--- src/rtl/core/sfr_pkg.sv ---
// ----------------------------------------------------------------------------
// sfr_pkg
// Shared types, constants and register indexes of the serial frame receiver.
// ----------------------------------------------------------------------------
`default_nettype none

package sfr_pkg;

	localparam int MAX_FRAME_BYTES_DEF = 256;
	localparam int HEADER_BYTES        = 5;

	localparam int BYTE_W     = 8;
	localparam int LEN_W      = 16;
	localparam int OUT_LEN_W  = 9;
	localparam int IDLE_W     = 21;
	localparam int LIMIT_W    = 20;
	localparam int CFG_IDX_W  = 8;
	localparam int CFG_DATA_W = 20;
	localparam int S_DATA_W   = 8;
	localparam int S_USER_W   = 1;
	localparam int M_DATA_W   = 32;
	localparam int M_USER_W   = 2;

	localparam logic [IDLE_W-1:0] IDLE_MAX = {IDLE_W{1'b1}};

	// register indexes on the configuration channel
	localparam logic [CFG_IDX_W-1:0] CFG_FIRST_SYNC  = CFG_IDX_W'(0);
	localparam logic [CFG_IDX_W-1:0] CFG_SECOND_SYNC = CFG_IDX_W'(1);
	localparam logic [CFG_IDX_W-1:0] CFG_MIN_LENGTH  = CFG_IDX_W'(2);
	localparam logic [CFG_IDX_W-1:0] CFG_IDLE_LIMIT  = CFG_IDX_W'(3);

	localparam logic [7:0]         FIRST_SYNC_RST  = 8'd0;
	localparam logic [7:0]         SECOND_SYNC_RST = 8'd0;
	localparam logic [8:0]         MIN_LENGTH_RST  = 9'd5;
	localparam logic [LIMIT_W-1:0] IDLE_LIMIT_RST  = LIMIT_W'(1000);

	typedef enum logic {
		OP_BYTE = 1'b0,
		OP_POLL = 1'b1
	} op_t;

	typedef enum logic [1:0] {
		PH_START = 2'd0,
		PH_WAIT  = 2'd1,
		PH_BODY  = 2'd2
	} phase_t;

	typedef struct packed {
		op_t               op;
		logic [BYTE_W-1:0] data;
	} cmd_t;

	typedef struct packed {
		logic [7:0]         first_sync;
		logic [7:0]         second_sync;
		logic [8:0]         min_length;
		logic [LIMIT_W-1:0] idle_limit;
	} cfg_t;

	typedef struct packed {
		logic                 store_enable;
		logic [7:0]           store_index;
		logic [BYTE_W-1:0]    store_byte;
		logic                 frame_ready;
		logic [OUT_LEN_W-1:0] frame_length;
	} res_t;

endpackage

`default_nettype wire

--- src/rtl/core/serial_frame_receiver_unit.sv ---
// Path: a request passes the input register, the command queue and the result
// register before its result is presented. Throughput: one request per cycle
// unless the output stalls, set by the state update in the frame engine; the
// two-entry queue lets input and output stall independently.
// Reset: arst_n clears frame state and restores register defaults at once.
// ----------------------------------------------------------------------------
// serial_frame_receiver_unit
// Serial frame receiver with sync check, length parsing and idle timeout.
// ----------------------------------------------------------------------------
`default_nettype none

module serial_frame_receiver_unit #(
	parameter int MAX_FRAME_BYTES = sfr_pkg::MAX_FRAME_BYTES_DEF
) (
	input  wire                              clk,
	input  wire                              arst_n,
	input  wire                              s_axis_tvalid,
	output logic                             s_axis_tready,
	input  wire  [sfr_pkg::S_DATA_W-1:0]     s_axis_tdata,  // [7:0] data_byte
	input  wire  [sfr_pkg::S_USER_W-1:0]     s_axis_tuser,  // [0] operation
	output logic                             m_axis_tvalid,
	input  wire                              m_axis_tready,
	// [7:0] store_index, [15:8] store_byte, [24:16] frame_length, [31:25] zero
	output logic [sfr_pkg::M_DATA_W-1:0]     m_axis_tdata,
	// [0] store_enable, [1] frame_ready
	output logic [sfr_pkg::M_USER_W-1:0]     m_axis_tuser,
	input  wire                              cfg_valid,
	output logic                             cfg_ready,
	input  wire  [sfr_pkg::CFG_IDX_W-1:0]    cfg_index,
	input  wire  [sfr_pkg::CFG_DATA_W-1:0]   cfg_data
);

	sfr_pkg::cfg_t cfg_q;
	logic          push, queue_ready, q_valid, pop;
	sfr_pkg::cmd_t push_cmd, head;
	sfr_pkg::res_t res;

	assign cfg_ready = 1'b1;

	always_ff @(posedge clk or negedge arst_n) begin
		if (!arst_n) begin
			cfg_q.first_sync  <= sfr_pkg::FIRST_SYNC_RST;
			cfg_q.second_sync <= sfr_pkg::SECOND_SYNC_RST;
			cfg_q.min_length  <= sfr_pkg::MIN_LENGTH_RST;
			cfg_q.idle_limit  <= sfr_pkg::IDLE_LIMIT_RST;
		end else if (cfg_valid && cfg_ready) begin
			case (cfg_index)
				sfr_pkg::CFG_FIRST_SYNC:  cfg_q.first_sync  <= cfg_data[7:0];
				sfr_pkg::CFG_SECOND_SYNC: cfg_q.second_sync <= cfg_data[7:0];
				sfr_pkg::CFG_MIN_LENGTH:  cfg_q.min_length  <= cfg_data[8:0];
				sfr_pkg::CFG_IDLE_LIMIT:
					cfg_q.idle_limit <= cfg_data[sfr_pkg::LIMIT_W-1:0];
				default: begin
				end
			endcase
		end
	end

	sfr_front u_front (
		.clk         (clk),
		.arst_n      (arst_n),
		.in_valid    (s_axis_tvalid),
		.in_ready    (s_axis_tready),
		.in_data     (s_axis_tdata),
		.in_user     (s_axis_tuser),
		.push        (push),
		.push_cmd    (push_cmd),
		.queue_ready (queue_ready)
	);

	sfr_queue u_queue (
		.clk      (clk),
		.arst_n   (arst_n),
		.push     (push),
		.push_cmd (push_cmd),
		.ready    (queue_ready),
		.pop      (pop),
		.valid    (q_valid),
		.head     (head)
	);

	sfr_back #(
		.MAX_FRAME_BYTES (MAX_FRAME_BYTES)
	) u_back (
		.clk       (clk),
		.arst_n    (arst_n),
		.cfg       (cfg_q),
		.cmd_valid (q_valid),
		.cmd       (head),
		.pop       (pop),
		.out_valid (m_axis_tvalid),
		.out_ready (m_axis_tready),
		.out_res   (res)
	);

	assign m_axis_tdata = {7'd0, res.frame_length, res.store_byte, res.store_index};
	assign m_axis_tuser = {res.frame_ready, res.store_enable};

endmodule

`default_nettype wire

--- src/rtl/core/sfr_front.sv ---
// ----------------------------------------------------------------------------
// sfr_front
// Input stage: accepts stream requests, tags them as byte or poll and
// forwards them into the command queue.
// ----------------------------------------------------------------------------
`default_nettype none

module sfr_front (
	input  wire                                 clk,
	input  wire                                 arst_n,
	input  wire                                 in_valid,
	output logic                                in_ready,
	input  wire  [sfr_pkg::S_DATA_W-1:0]        in_data,
	input  wire  [sfr_pkg::S_USER_W-1:0]        in_user,
	output logic                                push,
	output sfr_pkg::cmd_t                       push_cmd,
	input  wire                                 queue_ready
);

	logic          valid_s1;
	sfr_pkg::cmd_t cmd_s1;
	logic          accept;

	assign in_ready = !valid_s1 || queue_ready;
	assign accept   = in_valid && in_ready;
	assign push     = valid_s1 && queue_ready;
	assign push_cmd = cmd_s1;

	always_ff @(posedge clk or negedge arst_n) begin
		if (!arst_n) begin
			valid_s1 <= 1'b0;
		end else if (accept) begin
			valid_s1 <= 1'b1;
		end else if (push) begin
			valid_s1 <= 1'b0;
		end
	end

	always_ff @(posedge clk) begin
		if (accept) begin
			cmd_s1.op   <= in_user[0] ? sfr_pkg::OP_POLL : sfr_pkg::OP_BYTE;
			cmd_s1.data <= in_data[sfr_pkg::BYTE_W-1:0];
		end
	end

endmodule

`default_nettype wire

--- src/rtl/core/sfr_queue.sv ---
// ----------------------------------------------------------------------------
// sfr_queue
// Two-entry command queue between the input stage and the frame engine.
// ----------------------------------------------------------------------------
`default_nettype none

module sfr_queue (
	input  wire            clk,
	input  wire            arst_n,
	input  wire            push,
	input  sfr_pkg::cmd_t  push_cmd,
	output logic           ready,
	input  wire            pop,
	output logic           valid,
	output sfr_pkg::cmd_t  head
);

	sfr_pkg::cmd_t mem_q [2];
	logic          wr_ptr_q;
	logic          rd_ptr_q;
	logic [1:0]    count_q;

	assign ready = (count_q != 2'd2);
	assign valid = (count_q != 2'd0);
	assign head  = mem_q[rd_ptr_q];

	always_ff @(posedge clk or negedge arst_n) begin
		if (!arst_n) begin
			wr_ptr_q <= 1'b0;
			rd_ptr_q <= 1'b0;
			count_q  <= 2'd0;
		end else begin
			if (push) begin
				wr_ptr_q <= !wr_ptr_q;
			end
			if (pop) begin
				rd_ptr_q <= !rd_ptr_q;
			end
			if (push && !pop) begin
				count_q <= count_q + 2'd1;
			end else if (pop && !push) begin
				count_q <= count_q - 2'd1;
			end
		end
	end

	always_ff @(posedge clk) begin
		if (push) begin
			mem_q[wr_ptr_q] <= push_cmd;
		end
	end

endmodule

`default_nettype wire

--- src/rtl/core/sfr_back.sv ---
// ----------------------------------------------------------------------------
// sfr_back
// Frame engine: sync and length checks, byte counting, idle timeout and
// frame hand-over, with a registered result towards the output stream.
// ----------------------------------------------------------------------------
`default_nettype none

module sfr_back #(
	parameter int MAX_FRAME_BYTES = sfr_pkg::MAX_FRAME_BYTES_DEF
) (
	input  wire            clk,
	input  wire            arst_n,
	input  sfr_pkg::cfg_t  cfg,
	input  wire            cmd_valid,
	input  sfr_pkg::cmd_t  cmd,
	output logic           pop,
	output logic           out_valid,
	input  wire            out_ready,
	output sfr_pkg::res_t  out_res
);

	localparam int CNT_W = $clog2(MAX_FRAME_BYTES + 1);
	localparam int LEN_W = sfr_pkg::LEN_W;

	sfr_pkg::phase_t               phase_q, n_phase, base_ph;
	logic [CNT_W-1:0]              bc_q, n_bc, base_bc, bc1;
	logic [7:0]                    llb_q, n_llb;
	logic [LEN_W-1:0]              exp_q, n_exp, base_exp;
	logic [sfr_pkg::IDLE_W-1:0]    idle_q, n_idle, idle_base;
	logic                          wait_q, n_wait;
	logic                          pend_q, n_pend;
	logic [sfr_pkg::OUT_LEN_W-1:0] plen_q, n_plen;
	logic [LEN_W-1:0]              idx_w, bc1_w, len_field;
	logic                          clr_end;
	sfr_pkg::res_t                 res, res_q;
	logic                          valid_q;

	assign pop       = cmd_valid && (!valid_q || out_ready);
	assign out_valid = valid_q;
	assign out_res   = res_q;

	always_comb begin
		n_phase   = phase_q;
		n_bc      = bc_q;
		n_llb     = llb_q;
		n_exp     = exp_q;
		n_idle    = idle_q;
		n_wait    = wait_q;
		n_pend    = pend_q;
		n_plen    = plen_q;
		base_ph   = phase_q;
		base_bc   = bc_q;
		base_exp  = exp_q;
		bc1       = '0;
		idx_w     = '0;
		bc1_w     = '0;
		len_field = '0;
		idle_base = '0;
		clr_end   = 1'b0;
		res       = '0;

		if (cmd.op == sfr_pkg::OP_POLL) begin
			if (wait_q) begin
				idle_base = idle_q;
				if (idle_q >= sfr_pkg::IDLE_W'(cfg.idle_limit)) begin
					// drop the partial frame
					n_plen    = '0;
					n_bc      = '0;
					n_exp     = '0;
					n_wait    = 1'b0;
					n_phase   = sfr_pkg::PH_START;
					idle_base = '0;
				end
				n_idle = (idle_base == sfr_pkg::IDLE_MAX) ? idle_base
					: idle_base + sfr_pkg::IDLE_W'(1);
			end else begin
				n_bc    = '0;
				n_exp   = '0;
				n_idle  = '0;
				n_wait  = 1'b0;
				n_phase = sfr_pkg::PH_START;
			end
			if (pend_q) begin
				n_wait           = 1'b0;
				n_pend           = 1'b0;
				res.frame_ready  = 1'b1;
				res.frame_length = n_plen;
			end
		end else if (!pend_q) begin
			n_wait = 1'b1;
			n_idle = '0;
			if (bc_q >= CNT_W'(MAX_FRAME_BYTES)) begin
				// buffer overflow: restart at index zero
				base_bc  = '0;
				base_exp = '0;
				base_ph  = sfr_pkg::PH_START;
				n_wait   = 1'b0;
			end
			n_exp   = base_exp;
			n_phase = base_ph;
			idx_w   = LEN_W'(base_bc);
			res.store_enable = 1'b1;
			res.store_index  = idx_w[7:0];
			res.store_byte   = cmd.data;
			if (idx_w == LEN_W'(3)) begin
				n_llb = cmd.data;
			end
			bc1       = base_bc + CNT_W'(1);
			n_bc      = bc1;
			bc1_w     = LEN_W'(bc1);
			len_field = {cmd.data, llb_q};
			case (base_ph)
				sfr_pkg::PH_START: begin
					if (bc1_w == LEN_W'(1)) begin
						if (cmd.data != cfg.first_sync) begin
							clr_end = 1'b1;
						end
					end else if (bc1_w == LEN_W'(2)) begin
						if (cmd.data != cfg.second_sync) begin
							clr_end = 1'b1;
						end else begin
							n_phase = sfr_pkg::PH_WAIT;
						end
					end
				end
				sfr_pkg::PH_WAIT: begin
					if (bc1_w >= LEN_W'(sfr_pkg::HEADER_BYTES)) begin
						n_exp = len_field;
						if (len_field < LEN_W'(cfg.min_length) ||
						    len_field > LEN_W'(MAX_FRAME_BYTES)) begin
							clr_end = 1'b1;
						end else begin
							n_phase = sfr_pkg::PH_BODY;
						end
					end
				end
				sfr_pkg::PH_BODY: begin
					if (bc1_w == base_exp) begin
						n_pend  = 1'b1;
						n_plen  = bc1_w[sfr_pkg::OUT_LEN_W-1:0];
						clr_end = 1'b1;
					end else if (bc1_w > base_exp) begin
						clr_end = 1'b1;
					end
				end
				default: begin
				end
			endcase
			if (clr_end) begin
				n_bc    = '0;
				n_exp   = '0;
				n_idle  = '0;
				n_wait  = 1'b0;
				n_phase = sfr_pkg::PH_START;
			end
		end
	end

	always_ff @(posedge clk or negedge arst_n) begin
		if (!arst_n) begin
			phase_q <= sfr_pkg::PH_START;
			bc_q    <= '0;
			llb_q   <= '0;
			exp_q   <= '0;
			idle_q  <= '0;
			wait_q  <= 1'b0;
			pend_q  <= 1'b0;
			plen_q  <= '0;
			valid_q <= 1'b0;
		end else begin
			if (pop) begin
				phase_q <= n_phase;
				bc_q    <= n_bc;
				llb_q   <= n_llb;
				exp_q   <= n_exp;
				idle_q  <= n_idle;
				wait_q  <= n_wait;
				pend_q  <= n_pend;
				plen_q  <= n_plen;
				valid_q <= 1'b1;
			end else if (out_ready) begin
				valid_q <= 1'b0;
			end
		end
	end

	always_ff @(posedge clk) begin
		if (pop) begin
			res_q <= res;
		end
	end

endmodule

`default_nettype wire

--- config.mk ---
export PLATFORM = sky130hd
export DESIGN_NAME = serial_frame_receiver_unit
export DESIGN_NICKNAME = d
export VERILOG_FILES = /design/src/rtl/core/sfr_pkg.sv /design/src/rtl/core/serial_frame_receiver_unit.sv /design/src/rtl/core/sfr_front.sv /design/src/rtl/core/sfr_queue.sv /design/src/rtl/core/sfr_back.sv
export SDC_FILE = /design/constraint.sdc
export NUM_CORES = 1
export LEC_CHECK = 0
export ABC_AREA = 0
export BUFFER_PORTS_ARGS = -buffer_cell sky130_fd_sc_hd__buf_4
export CORE_AREA = 2 2 123 125
export DETAILED_ROUTE_END_ITERATION = 8
export DIE_AREA = 0 0 125 127
export MAX_ROUTING_LAYER = met4
export PLACE_DENSITY = 0.79
export SYNTH_ARGS = -nofsm -noshare
export SYNTH_HDL_FRONTEND = slang
export SYNTH_SLANG_ARGS = --single-unit
--- constraint.sdc ---
create_clock -name clk -period 11.7 [get_ports clk]
set_input_delay 1.17 -clock clk [delete_from_list [all_inputs] [get_ports clk]]
set_output_delay 1.17 -clock clk [all_outputs]
set_load 0.05 [all_outputs]
# After elaboration in Yosys (flattened, before gate mapping)
# Memories as Yosys holds them, arrays and structs flattened.
# Cells that the tools add are included.
# op_classes
addsub	4
order_cmp	6
reduce_logical	32
n_mux	78
bitwise_logic	2
n_eq_ne	15
# ops
cell	n
$mux 16	10
$mux 21	7
$mux 9	14
$mux 2	15
$mux 1	28
$add 21x1->21 const B	1
$eq 21x21->1 const B	1
$ge 21x20->1	1
$eq 9x2->1 const B	2
$mux 17	1
$eq 8x2->1 const B	2
$eq 9x16->1	1
$gt 16x9->1 const B	1
$gt 9x16->1	1
$lt 16x9->1	1
$ne 8x8->1	2
$reduce_and 2->1	6
$reduce_bool 2->1	6
$mux 10	1
$add 9x1->9 const B	1
$eq 9x1->1 const B	1
$ge 9x3->1 const B	1
$ge 9x9->1 const B	1
$eq 8x1->1 const B	1
17 further kinds	31
# word_totals
output_inout_bits	37
n_memories	1
ram_bits	18
ff_bits	154
# mem_list
memory	depth	word_bits	rd	rd_clocked_by_memory_dff	write_ports	line	source
u_queue.mem_q	2	9	1	0	1	sfr_queue.sv:18	sfr_pkg::cmd_t mem_q [2];

# Logic depth before layout (Yosys ltp)
# Gate-level depths: netlist of run 1.
# logic_depth
word_depth	14
ltp_mapped	19
depth_no_buf	16

# Modules after synthesis
# From an unflattened synthesis of run 1, not the netlist that was laid out.
# hier_totals
hier_cells	701
hier_area_um2	8534.4
# by_module_without_submodules
mod	seq_area_each_um2	area_per_inst_um2	instances	cells_each
sfr_back	2512.4	5426.5	1	533
serial_frame_receiver_unit	1136.1	1901.8	1	110
sfr_queue	640.6	875.8	1	44
sfr_front	295.3	330.3	1	14

# Least setup slack after synthesis of run 1
# Ideal clock, no wire load.
# synth_path
kind	register to register
startpoint	register u_back.bc_q[8]
endpoint	register u_back.bc_q[8]
t_required_ps	11625
stages_incl_launch_ff	20
slack_ps	7983
n_path_buf	4
setup_ps	75
arrival_ps	3642
synth_period_minus_slack_ps	3717
cell_sequence	dfrtp_1 -> buf_2 -> inv_1 -> clkbuf_1 -> clkbuf_1 -> nand2_1 -> inv_1 -> ha_1 -> nand4_1 -> nor2_2 -> xnor2_1 -> inv_1 -> ha_1 -> a21o_1 -> a211o_1 -> a41oi_1 -> o21a_1 -> nand3_4 -> buf_6 -> o2bb2ai_2
# synth_between
elab_chain_cells	14
# synth_rtl
element	line	source
start: declaration	sfr_back.sv:26	logic [CNT_W-1:0] bc_q, n_bc, base_bc, bc1;
start signal: assignment	sfr_back.sv:173	bc_q <= n_bc;
$ge 9x9->1	sfr_back.sv:92	if (bc_q >= CNT_W'(MAX_FRAME_BYTES)) begin
$mux 9	sfr_back.sv:92	
$mux 9	sfr_back.sv:89	end else if (!pend_q) begin
$mux 9	sfr_back.sv:62	if (cmd.op == sfr_pkg::OP_POLL) begin
$add 9x1->9	sfr_back.sv:108	bc1 = base_bc + CNT_W'(1);
$gt 9x16->1 / $eq 9x2->1 (equally long branches)	sfr_back.sv:142, sfr_back.sv:118	
$mux 1, on equally long branches	sfr_back.sv:142, sfr_back.sv:118	
$mux 1, on equally long branches	sfr_back.sv:138, sfr_back.sv:114	
$pmux 1 s3	sfr_back.sv:112	case (base_ph)
$mux 1	sfr_back.sv:89	
$mux 1	sfr_back.sv:62	
$mux 9 (*)	sfr_back.sv:149	if (clr_end) begin
$mux 9 (*)	sfr_back.sv:89	
$mux 9 (*)	sfr_back.sv:62	
# Every way passes the cells marked *; elsewhere a longest branch is shown, timed or not. The select of a mux whose other input is x is not followed.
# A chain may end at the register's enable or synchronous reset.

# Worst setup path after layout of run 1
# layout_path
startpoint	register cfg_q[9] (netlist name)
endpoint	register u_back.idle_q[18] (netlist name)
# layout_between
elab_chain_cells	8
# layout_rtl
element	line	source
start: declaration	serial_frame_receiver_unit.sv:33	sfr_pkg::cfg_t cfg_q;
$ge 21x20->1 (*)	sfr_back.sv:65	if (idle_q >= sfr_pkg::IDLE_W'(cfg.idle_limit)) begin
$mux 21 (*)	sfr_back.sv:65	
$mux 21 (*)	sfr_back.sv:63	if (wait_q) begin
$mux 21 (*)	sfr_back.sv:62	
$add 21x1->21 / $eq 21x21->1 (equally long branches)	sfr_back.sv:75, sfr_back.sv:74	
$mux 21 (*)	sfr_back.sv:74	n_idle = (idle_base == sfr_pkg::IDLE_MAX) ? idle_base
$mux 21 (*)	sfr_back.sv:63	
$mux 21 (*)	sfr_back.sv:62	
end signal: assignment	sfr_back.sv:176	idle_q <= n_idle;
end: declaration	sfr_back.sv:29	logic [sfr_pkg::IDLE_W-1:0] idle_q, n_idle, idle_base;
# Marked as above.

==> summary.txt, run 1 <==
Max transition margin - 0.2156
Synth area leaders - dfrtp_1 32%, edfxtp_1 19%, ha_1 6.1%
Post-Syn Area - 8586 um^2
Async SR Flop Fraction - 0.6860
Total Power - 0.001886 W
DR iter-0 viols - 453
Clock sink total - 172
# H-tree levels - 4
Synth Flop Type - dfrtp_1
GRT Residual Overflow - 0
#FFs+latches synth - 172
CTS tree - yes
Post-CTS Setup Inserts - 0
Largest net degree at the start of global routing - 67
Die area - 15880 um^2
First-pass GRT wire length - 29790 um
Vias/cell - 5.942
Hold Vio Cnt, Final - 0
CTS max path bufs - 2
Post-CTS resize count - 0
Area grow syn2layout - 14.78%
Initial antenna violation count - 0
CTS Hold Bufs - 0
Residual DRC count - 0
Synth Instances - 739
Synth Area per Inst - 11.62 um^2
WS Path Type - flop to flop
Post-synth EDFFs - 54
Worst-path clk slew - 0.07 ns
WP data required - 12.02 ns
Routed length per placed instance - 17.99 um
N_diodes - 0
Placed insts - 972
Critical Path AT - 4.82 ns
Core Rows - 44
Layout cell share with drive strength beyond 1 - 0.2293
Number of global-route vias before repair - 5997
Core Box Area - 14420 um^2
Detailed placement HPWL - 12690 um
Setup Viol. Count Final - 0
Antenna-violating nets left - 0
Worst-Skew Late Latency - 0.43 ns
Post-synthesis cell type count - 62
Total negative setup slack - 0 ns
Post-Route WL - 18060 um
Initial Utilization - 0.5952
GP Congestion - 0.9025
Die Width - 125 um
Max Freq - 221.9 MHz
Result of the run - finished, final reports clean
RSZ-0062 raised after global routing - no
# nets final - 891
Kind of end point of the critical path - flop
Fin util - 0.6832
CP Launch Type - flop
GRT Total Usage - 0.2430
Pwr dens - 191.3 nW/um^2
Peak supply drop - 0.1083 mV
Tmin final - 4.506 ns
Yosys Warn Count - 0
Fin. max-slew vios - 0
Type of the most critical hold path - flop to flop
I/O Buffers - 70
Inserted Clock Buffers - 17
Synth top area share - 0.3206
Commonest non-fill, non-tap cells in the layout - 110 x dfrtp_1, 74 x buf_4, 55 x inv_1
Num ports - 79
Area leader, netlist - dfrtp_1
Die boundary height - 127 um
First-pass DRT Iterations - 5
Worst-Margin Slew - 1.177 ns
Vias - 5966
Commonest non-fill, non-tap cell in the layout - dfrtp_1
Layout Cells excl Fill - 1004
Part of the Yosys area used for sequential elements - 0.5340
CTS Root Buffer Type - clkbuf_16
Setup Skew - 0.008117 ns
Max-Cap Viols - 0
Fin crit share - 0.3851
LEAKAGE - 4.343 nW
Worst Path Max Fanout - 6
==> per-layer routing <==
metal | share of wire | up-vias | track usage | wire length, um
li1 | - | 2772 | - | -
met1 | 0.43 | 2956 | 0.3109 | 7801
met2 | 0.49 | 203 | 0.3887 | 8825
met3 | 0.055 | 35 | 0.04648 | 993
met4 | 0.024 | 0 | 0.09477 | 442
met5 | 0 | - | - | 0
==> worst max-delay path, cell delays in order, from the launching register on <==
cell,delay (ns)
dfstp_2,0.53
inv_1,0.04
ha_1,0.18
a21oi_1,0.14
o21ai_1,0.08
a2111oi_0,0.40
o21ai_1,0.25
a21oi_1,0.47
and2_1,0.25
ha_1,0.23
nand3_1,0.16
nor4b_1,0.59
and3_1,0.29
and3_1,0.26
nand3_1,0.12
a21o_1,0.19
a22o_1,0.18
==> synth_stat cells (all sizes together) (2+ instances only) <==
library cell and count:
and4 2, o22ai 11, xor2 10, buf 18
mux2i 11, nor3 6, a22o 5, a21o 13
nand3b 10, o21a 4, ha 42, dfstp 8
nand2 51, o2bb2ai 19, clkbuf 13, edfxtp 54
a21oi 21, conb 2, nand2b 11, a2111oi 2
and2 21, nor4 12, a211oi 4, a211o 2
o211ai 2, xnor2 21, inv 55, nor2b 11
nor2 43, mux2 46, nand3 21, o21ai 22
dfrtp 110, nand4 6, a31oi 25, and3 11
==> sequential cells by signal, summed over array words and instances (netlist names), 2 cells and up <==
name	cells
u_back.llb_q	8
u_queue.count_q	2
u_queue.mem_q	18
u_back.exp_q	16
cfg_q	45
u_back.out_res	27
u_back.phase_q	2
u_back.idle_q	21
u_back.bc_q	9
u_back.plen_q	9
u_front.push_cmd	9
==> final timing paths <==
path	from	end	slack, ns	cells after the start
worst max-delay path	cfg_q[9]$_DFFE_PN1P_	u_back.idle_q[18]$_DFFE_PN0P_	7.19	16
worst min register to register	u_front.push_cmd[2]$_DFFE_PP_	u_queue.mem_q[0][2]$_DFFE_PP_	0.45	0
worst min-delay path	u_front.push_cmd[2]$_DFFE_PP_	u_queue.mem_q[0][2]$_DFFE_PP_	0.45	0
min in group asynchronous	arst_n	u_back.out_valid$_DFFE_PN0P_	0.84	1
max in group asynchronous	arst_n	cfg_q[0]$_DFFE_PN0P_	9.66	2
worst max register to register	cfg_q[9]$_DFFE_PN1P_	u_back.idle_q[18]$_DFFE_PN0P_	7.19	16
==> cells by family after synthesis <==
kind of cell / after synthesis / synth area share
adders and majority gates: 42 / 0.06121
DFF: 172 / 0.5340
buffers and inverters: 86 / 0.04386
muxes: 57 / 0.08030
and+or+nand+nor: 211 / 0.1298
other: 2 / 0.0008747
xor gates and xnor gates: 31 / 0.03162
AOI/OAI and AO/OA: 138 / 0.1183
==> power by group <==
part | internal [W] | switching (W) | leakage, nW
Combinational | 0.000164 | 0.000357 | 1.91
Clock | 0.000346 | 0.000244 | 0.304
Sequential | 0.000722 | 0.0000520 | 2.12
==> per-stage QoR <==
stage               cell area [um^2]  setup slack (ns)  hold slack, ns
floorplan                       8608             7.983          0.4215
global placement                9235             7.639          0.4225
detailed placement              9235             7.432          0.4296
CTS                             9854             7.335          0.4450
global route                    9854             7.012          0.4612
finish                          9854             7.194          0.4456
==> layout make-up <==
type	instances	area (um^2)
Clock inverter	14	180.2
Multi-Input combinational cell	487	3659
Clock buffer	18	439.2
Fill cell	1007	4569
Timing Repair Buffer	74	555.5
Inverter	55	206.4
Sequential cell	172	4584
Tap cell	184	230.2
No activity file was read; power rests on OpenSTA's default activity.
==> inputs of run 2 (changes only) <==
--- a/config.mk
+++ b/config.mk
@@ -5,13 +5,13 @@
 export SDC_FILE = /design/constraint.sdc
 export NUM_CORES = 1
 export LEC_CHECK = 0
-export ABC_AREA = 0
+export ABC_AREA = 1
 export BUFFER_PORTS_ARGS = -buffer_cell sky130_fd_sc_hd__buf_4
-export CORE_AREA = 2 2 123 125
+export CORE_AREA = 2 2 130 132
 export DETAILED_ROUTE_END_ITERATION = 8
-export DIE_AREA = 0 0 125 127
+export DIE_AREA = 0 0 132 134
 export MAX_ROUTING_LAYER = met4
-export PLACE_DENSITY = 0.79
+export PLACE_DENSITY = 0.78
 export SYNTH_ARGS = -nofsm -noshare
 export SYNTH_HDL_FRONTEND = slang
 export SYNTH_SLANG_ARGS = --single-unit
==> constraint.sdc (replaced) <==
create_clock -name clk -period 4.6 [get_ports clk]
set_input_delay 0.46 -clock clk [delete_from_list [all_inputs] [get_ports clk]]
set_output_delay 0.46 -clock clk [all_outputs]
set_load 0.05 [all_outputs]
==> run 2 against run 1 <==
Against the previous run: global-route usage is 1.8 points higher; area after synthesis is 11% higher; maximum frequency is 24% higher; critical endpoint is now u_back.plen_q[3]$_DFFE_PN0P_; highest routed layer unchanged.
==> summary.txt, run 2 <==
Result of the run - finished, final reports clean
Worst-Skew Late Latency - 0.44 ns (about the same)
Area leader, netlist - dfrtp_1
Pwr dens - 515.5 nW/um^2 (+170%)
Core Rows - 47 (+6.8%)
First-pass GRT wire length - 35600 um (+20%)
Critical Path AT - 4.00 ns (-0.82 ns)
Worst Path Max Fanout - 18 (+12)
Worst path cell trace - nor2_1 -> ha_1 -> nand3_1 -> nor2_1 -> nand2_1 -> nand2_1 -> inv_1 -> ha_1 -> nand2_1 -> inv_1 -> nand3_1 -> nor3_1 -> nand2_1 -> a21oi_2 -> nor2_1 -> a31oi_1
Detailed placement HPWL - 15330 um (+21%)
Max transition margin - 0.2121 (-0.003445)
Synth top cells by count - 303 x nand2_1, 165 x inv_1, 138 x nor2_1
Clock sink total - 172 (unchanged)
Post-synthesis cell type count - 51 (-18%)
WP data required - 4.95 ns (-7.07 ns)
Hold Vio Cnt, Final - 0 (unchanged)
# nets final - 1308 (+47%)
WS Path Type - flop to flop
Cell Int Power - 0.003301 W (+170%)
Total negative setup slack - 0 ns (unchanged)
Fin crit share - 0.7920 (+0.4069)
Post-synth EDFFs - 54 (unchanged)
Synth Area per Inst - 8.213 um^2 (-29%)
Num ports - 79 (unchanged)
Post-Syn Area - 9527 um^2 (+11%)
CTS tree - yes
DP Worst Slack - 0.9669 ns (-6.465 ns)
LEAKAGE - 5.163 nW (+19%)
Type of the most critical hold path - primary input to flop
RSZ-0062 raised after global routing - no
Setup Viol. Count Final - 0 (unchanged)
Antenna-violating nets left - 0 (unchanged)
Tmin final - 3.643 ns (-0.8626 ns)
Initial Utilization - 0.5848 (-0.01041)
Initial antenna violation count - 0 (unchanged)
Largest net degree at the start of global routing - 64 (-4.5%)
Reg with most FFs - cfg_q
Fin util - 0.6608 (-0.02240)
Comb pwr share - 0.368 (+0.092)
Residual DRC count - 0 (unchanged)
Psw - 0.002248 W (+240%)
Yosys Warn Count - 0 (unchanged)
Max reg flops - 45 (unchanged)
Synth top area share - 0.2889 (-0.03166)
Async SR Flop Fraction - 0.6860 (unchanged)
Setup Skew - 0.01425 ns (+0.006129 ns)
Post-CTS Setup Inserts - 0 (unchanged)
Die Width - 132 um (+5.6%)
N_diodes - 0 (unchanged)
GP Congestion - 0.9291 (+2.9%)
Fin worst setup slack - 0.9569 ns (-6.237 ns)
Most frequent CP cell - nand2_1
Total Power - 0.005549 W (+190%)
#FFs+latches synth - 172 (unchanged)
Inserted Clock Buffers - 17 (unchanged)
Commonest non-fill, non-tap cells in the layout - 303 x nand2_1, 165 x inv_1, 138 x nor2_1
Top Family by Delay on Critical Path - simple AND/OR/NAND/NOR gates
Layout cell share with drive strength beyond 1 - 0.1399 (-0.08941)
Vias - 7677 (+29%)
Area grow syn2layout - 12.99%
Worst-path clk slew - 0.07 ns (about the same)
Clock power share - 0.257 (-0.056)
Post-CTS resize count - 0 (unchanged)
CP max stage delay - 0.62 ns (+0.03 ns)
Synth Instances - 1160 (+57%)
Seq pwr share - 0.375 (-0.036)
GRT Total Usage - 0.2609 (+0.01787)
Max-Cap Viols - 0 (unchanged)
Post-Route WL - 21250 um (+18%)
Peak supply drop - 0.2861 mV (+160%)
Die area - 17690 um^2 (+11%)
Routed length per placed instance - 14.59 um (-19%)
Slowest cell on the critical path - a21oi_2
Vias/cell - 5.269 (-11%)
CTS max path bufs - 2 (unchanged)
CP Launch Type - flop
Synth area leaders - dfrtp_1 29%, edfxtp_1 17%, nand2_1 12%
Kind of end point of the critical path - flop
CTS Root Buffer Type - clkbuf_16
Synth Flop Type - dfrtp_1
Die boundary height - 134 um (+5.5%)
Net Sw Frac - 0.4051 (+0.05870)
DR iter-0 viols - 758 (+67%)
FILL cells - 1333 (+32%)
# H-tree levels - 4 (unchanged)
Number of global-route vias before repair - 7279 (+21%)
Part of the Yosys area used for sequential elements - 0.4812 (-0.05274)
First-pass DRT Iterations - 7 (+2)
Fin. max-slew vios - 0 (unchanged)
Core Box Area - 16290 um^2 (+13%)
GRT Residual Overflow - 0 (unchanged)
Commonest non-fill, non-tap cell in the layout - nand2_1
Hold WS - 0.1951 ns (-0.2505 ns)
Max Freq - 274.5 MHz (+24%)
Crit path buf inv count - 2 (+1)
I/O Buffers - 70 (unchanged)
Most common cell in the synthesized netlist - nand2_1
Worst-Margin Slew - 1.179 ns (+0.002312 ns)
run 2: logic make-up (layout without fill, tap and decap cells):
logic type / after synthesis / in the layout / synth area share
simple gates: 566 / 566 / 0.2585
buf+inv: 208 / 279 / 0.09272
flops: 172 / 172 / 0.4812
compound gates: 148 / 148 / 0.09062
fa+ha+maj: 42 / 42 / 0.05516
xor+xnor: 22 / 22 / 0.02101
other cells: 2 / 8 / 0.0007883
run 2: final cells by class:
class	count	area (um^2)	share of cell area
Inverter	169	638.1	0.05928
Clock inverter	10	100.1	0.009299
Tap cell	220	275.3	0.02557
Clock buffer	22	485.5	0.04510
Timing Repair Buffer	78	588.1	0.05463
Sequential cell	172	4584	0.4259
Multi-Input combinational cell	786	4093	0.3802
run 2: power by group through the flow:
stage / Combinational [W] / Clock, W / Sequential, W
2_1_floorplan: 0.00112 / 0 / 0.00245
3_3_place_gp: 0.00200 / 0 / 0.00210
3_5_place_dp: 0.00203 / 0 / 0.00211
4_1_cts: 0.00204 / 0.00144 / 0.00208
5_1_grt: 0.00221 / 0.00150 / 0.00211
6_report: 0.00204 / 0.00143 / 0.00208
run 2: metal layers:
layer / part of all wire / track usage / routed length [um]
met2: 0.46 / 0.4048 / 9824
met3: 0.052 / 0.05064 / 1100
met5: 0 / - / 0
met4: 0.021 / 0.08998 / 446
met1: 0.46 / 0.3466 / 9883
run 2: what timing repair did:
item                                   4_1_cts  5_1_grt
endpoints found under the hold margin       15        0
setup endpoints to repair                    0        0
hold buffers                                 1        0
run 2: worst paths after layout:
check	cells past startpoint	startpoint	slack, ns	end
max	16	u_back.bc_q[8]$_DFFE_PN0P_	0.96	u_back.plen_q[3]$_DFFE_PN0P_
min	1	s_axis_tdata[2]	0.20	u_front.push_cmd[2]$_DFFE_PP_
max reg2reg	16	u_back.bc_q[8]$_DFFE_PN0P_	0.96	u_back.plen_q[3]$_DFFE_PN0P_
min reg2reg	0	u_front.push_cmd[6]$_DFFE_PP_	0.45	u_queue.mem_q[1][6]$_DFFE_PP_
max in group asynchronous	3	arst_n	3.07	u_back.idle_q[20]$_DFFE_PN0P_
min in group asynchronous	2	arst_n	0.44	cfg_q[41]$_DFFE_PN0P_
run 2: per-stage QoR:
step                cell area (um^2)  instances
global route                   10760       1457
finish                         10760       1457
global placement               10170       1424
detailed placement             10170       1424
CTS                            10760       1457
floorplan                       9549       1166
==> inputs of run 3 (changes only) <==
--- a/config.mk
+++ b/config.mk
@@ -5,13 +5,13 @@
 export SDC_FILE = /design/constraint.sdc
 export NUM_CORES = 1
 export LEC_CHECK = 0
-export ABC_AREA = 1
+export ABC_AREA = 0
 export BUFFER_PORTS_ARGS = -buffer_cell sky130_fd_sc_hd__buf_4
-export CORE_AREA = 2 2 130 132
+export CORE_AREA = 2 2 123 125
 export DETAILED_ROUTE_END_ITERATION = 8
-export DIE_AREA = 0 0 132 134
+export DIE_AREA = 0 0 125 127
 export MAX_ROUTING_LAYER = met4
-export PLACE_DENSITY = 0.78
+export PLACE_DENSITY = 0.79
 export SYNTH_ARGS = -nofsm -noshare
 export SYNTH_HDL_FRONTEND = slang
 export SYNTH_SLANG_ARGS = --single-unit
==> constraint.sdc (replaced) <==
create_clock -name clk -period 3.6 [get_ports clk]
set_input_delay 0.36 -clock clk [delete_from_list [all_inputs] [get_ports clk]]
set_output_delay 0.36 -clock clk [all_outputs]
set_load 0.05 [all_outputs]
==> run 3 against run 2 <==
Against the previous run: total power is 12% higher; global-route usage shrank 0.37 points; register-to-register slack got worse by 0.90 ns; critical path type unchanged.
==> summary.txt, run 3 (synthesized netlist as in run 1, its figures left out) <==
FILL cells - 1005 (-25%)
Met1 global-route usage - 0.3293 (-0.01736)
M3 GR Usage - 0.05570 (+0.005053)
Die area - 15880 um^2 (-10%)
Number of global-route vias before repair - 6306 (-13%)
Vias - 6137 (-20%)
Fin. max-slew vios - 0 (unchanged)
Reg with most FFs - cfg_q
Tmin final - 3.545 ns (-0.09808 ns)
Clock sink total - 172 (unchanged)
GRT busiest layer - met2
GP Congestion - 0.9374 (+0.89%)
Seq pwr share - 0.398 (+0.023)
Residual DRC count - 0 (unchanged)
Grt met2 use - 0.4108 (+0.006002)
CTS Root Buffer Type - clkbuf_16
Fin crit share - 0.9847 (+0.1928)
Critical Path AT - 3.87 ns (-0.13 ns)
Commonest non-fill, non-tap cells in the layout - 110 x dfrtp_1, 103 x buf_4, 55 x inv_1
Result of the run - finished, final reports clean
Max transition margin - 0.2487 (+0.03660)
Inserted Clock Buffers - 17 (unchanged)
Cell Int Power - 0.004011 W (+22%)
First-pass GRT wire length - 31460 um (-12%)
Kind of end point of the critical path - flop
Max reg flops - 45 (unchanged)
Initial Utilization - 0.5952 (+0.01041)
Routed length per placed instance - 18.44 um (+26%)
Core Rows - 44 (-6.4%)
Vias/cell - 5.924 (+12%)
Type of the most critical hold path - primary input to flop
LEAKAGE - 4.533 nW (-12%)
CTS max path bufs - 2 (unchanged)
Worst-Skew Late Latency - 0.43 ns (about the same)
Post-Route WL - 19100 um (-10%)
Pwr dens - 610.5 nW/um^2 (+18%)
Die Width - 125 um (-5.3%)
GRT Residual Overflow - 0 (unchanged)
Commonest non-fill, non-tap cell in the layout - dfrtp_1
Max-Cap Viols - 0 (unchanged)
Fin util - 0.7069 (+0.04608)
Layout Cells excl Fill - 1036 (-29%)
Worst-path clk slew - 0.07 ns (about the same)
Placed cell area - 9447 um^2 (-7.1%)
Antenna-violating nets left - 0 (unchanged)
Fin area - 10200 um^2 (-5.3%)
Comb pwr share - 0.294 (-0.074)
# nets final - 923 (-29%)
CTS tree - yes
Num ports - 79 (unchanged)
Detailed placement HPWL - 13220 um (-14%)
Psw - 0.002214 W (-1.5%)
Peak supply drop - 0.4306 mV (+50%)
Core Box Area - 14420 um^2 (-11%)
CP Launch Type - flop
Max Freq - 282.1 MHz (+2.8%)
Setup Skew - 0.01230 ns (-0.001949 ns)
Area grow syn2layout - 18.76%
WP data required - 3.92 ns (-1.03 ns)
RSZ-0062 raised after global routing - yes
Initial antenna violation count - 0 (unchanged)
# H-tree levels - 4 (unchanged)
Largest net degree at the start of global routing - 68 (+6.3%)
GRT Total Usage - 0.2572 (-0.003710)
Worst Path Max Fanout - 3 (-15)
I/O Buffers - 70 (unchanged)
WS Path Type - flop to flop
Die boundary height - 127 um (-5.2%)
Hold Vio Cnt, Final - 0 (unchanged)
Placed insts - 998 (-30%)
N_diodes - 0 (unchanged)
Net Sw Frac - 0.3557 (-0.04942)
Layout cell share with drive strength beyond 1 - 0.2688 (+0.1289)
Clock power share - 0.308 (+0.051)
Setup Viol. Count Final - 0 (unchanged)
Total negative setup slack - 0 ns (unchanged)
First-pass DRT Iterations - 5 (-2)
DR iter-0 viols - 549 (-28%)
Worst-Margin Slew - 1.122 ns (-0.05699 ns)
-- run 3: changes by cell type in the layout (fill, tap and decap cells not counted), sizes merged, moves of 18 or more --
cell and delta:
inv -110, nor2 -104, mux2 +46, o21ai -61
nand3 -46, o2bb2ai +18, nand2 -258, buf +28
and2 +20
-- run 3: final timing paths --
check                                         startpoint                       endpoint  slack (ns)  cells after the start
max reg2reg                         cfg_q[6]$_DFFE_PN1P_  u_back.idle_q[18]$_DFFE_PN0P_        0.05                     16
min reg2reg                u_front.push_cmd[1]$_DFFE_PP_  u_queue.mem_q[0][1]$_DFFE_PP_        0.44                      0
max                                 cfg_q[6]$_DFFE_PN1P_  u_back.idle_q[18]$_DFFE_PN0P_        0.05                     16
min                                      s_axis_tdata[5]  u_front.push_cmd[5]$_DFFE_PP_         0.1                      1
max in group asynchronous                         arst_n  u_back.idle_q[11]$_DFFE_PN0P_        2.30                      3
min in group asynchronous                         arst_n   u_front.valid_s1$_DFFE_PN0P_        0.51                      2
-- run 3: timing repair --
item,in CTS,in global routing
pin swaps,1,9
setup buffers,0,5
endpoints found under the setup margin,5,23
hold buffers,1,0
hold endpoints to repair,43,0
resized for setup,6,8
-- run 3: metrics by stage --
step	setup slack, ns	total power, W	hold WS (ns)
floorplan	0.05798	0.003753	0.06441
global placement	0.1186	0.004256	0.4235
detailed placement	-0.04030	0.004323	0.4298
CTS	0.03491	0.006243	0.08795
global route	-0.09611	0.006492	0.08373
finish	0.05494	0.006224	0.09833
-- run 3: power groups by stage --
stage          Combinational (W)  Clock (W)  Sequential, W
4_1_cts                  0.00182    0.00194        0.00248
6_report                 0.00183    0.00192        0.00248
3_5_place_dp             0.00181          0        0.00252
3_3_place_gp             0.00176          0        0.00250
5_1_grt                  0.00195    0.00204        0.00251
2_1_floorplan           0.000847          0        0.00291
-- run 3: critical path, stage by stage, from the launching register on --
cell,delay (ns)
dfstp_2,0.53
inv_1,0.05
ha_1,0.32
a21oi_1,0.16
nor2b_1,0.07
o21ai_0,0.20
o211ai_1,0.19
a21oi_2,0.23
and2_4,0.20
ha_4,0.15
nand3_4,0.10
nor4b_4,0.34
and3_4,0.25
and3_4,0.18
nand3_1,0.10
a21o_1,0.20
a22o_1,0.17
-- run 3: cell type report --
| type | instances | area, um^2 | share of cell area |
|---|---|---|---|
| sequential | 172 | 4584 | 0.4496 |
| multi-input combinational | 487 | 3727 | 0.3656 |
| timing repair buffer | 106 | 823.3 | 0.08075 |
| clock buffer | 17 | 425.4 | 0.04172 |
| tap | 184 | 230.2 | 0.02258 |
| inverter | 55 | 206.4 | 0.02025 |
| clock inverter | 15 | 198.9 | 0.01951 |
-- run 3: metal layers --
layer	vias to the layer above	part of all wire
met5	-	0
met4	0	0.021
met3	34	0.054
met2	222	0.50
met1	3037	0.43
li1	2844	-
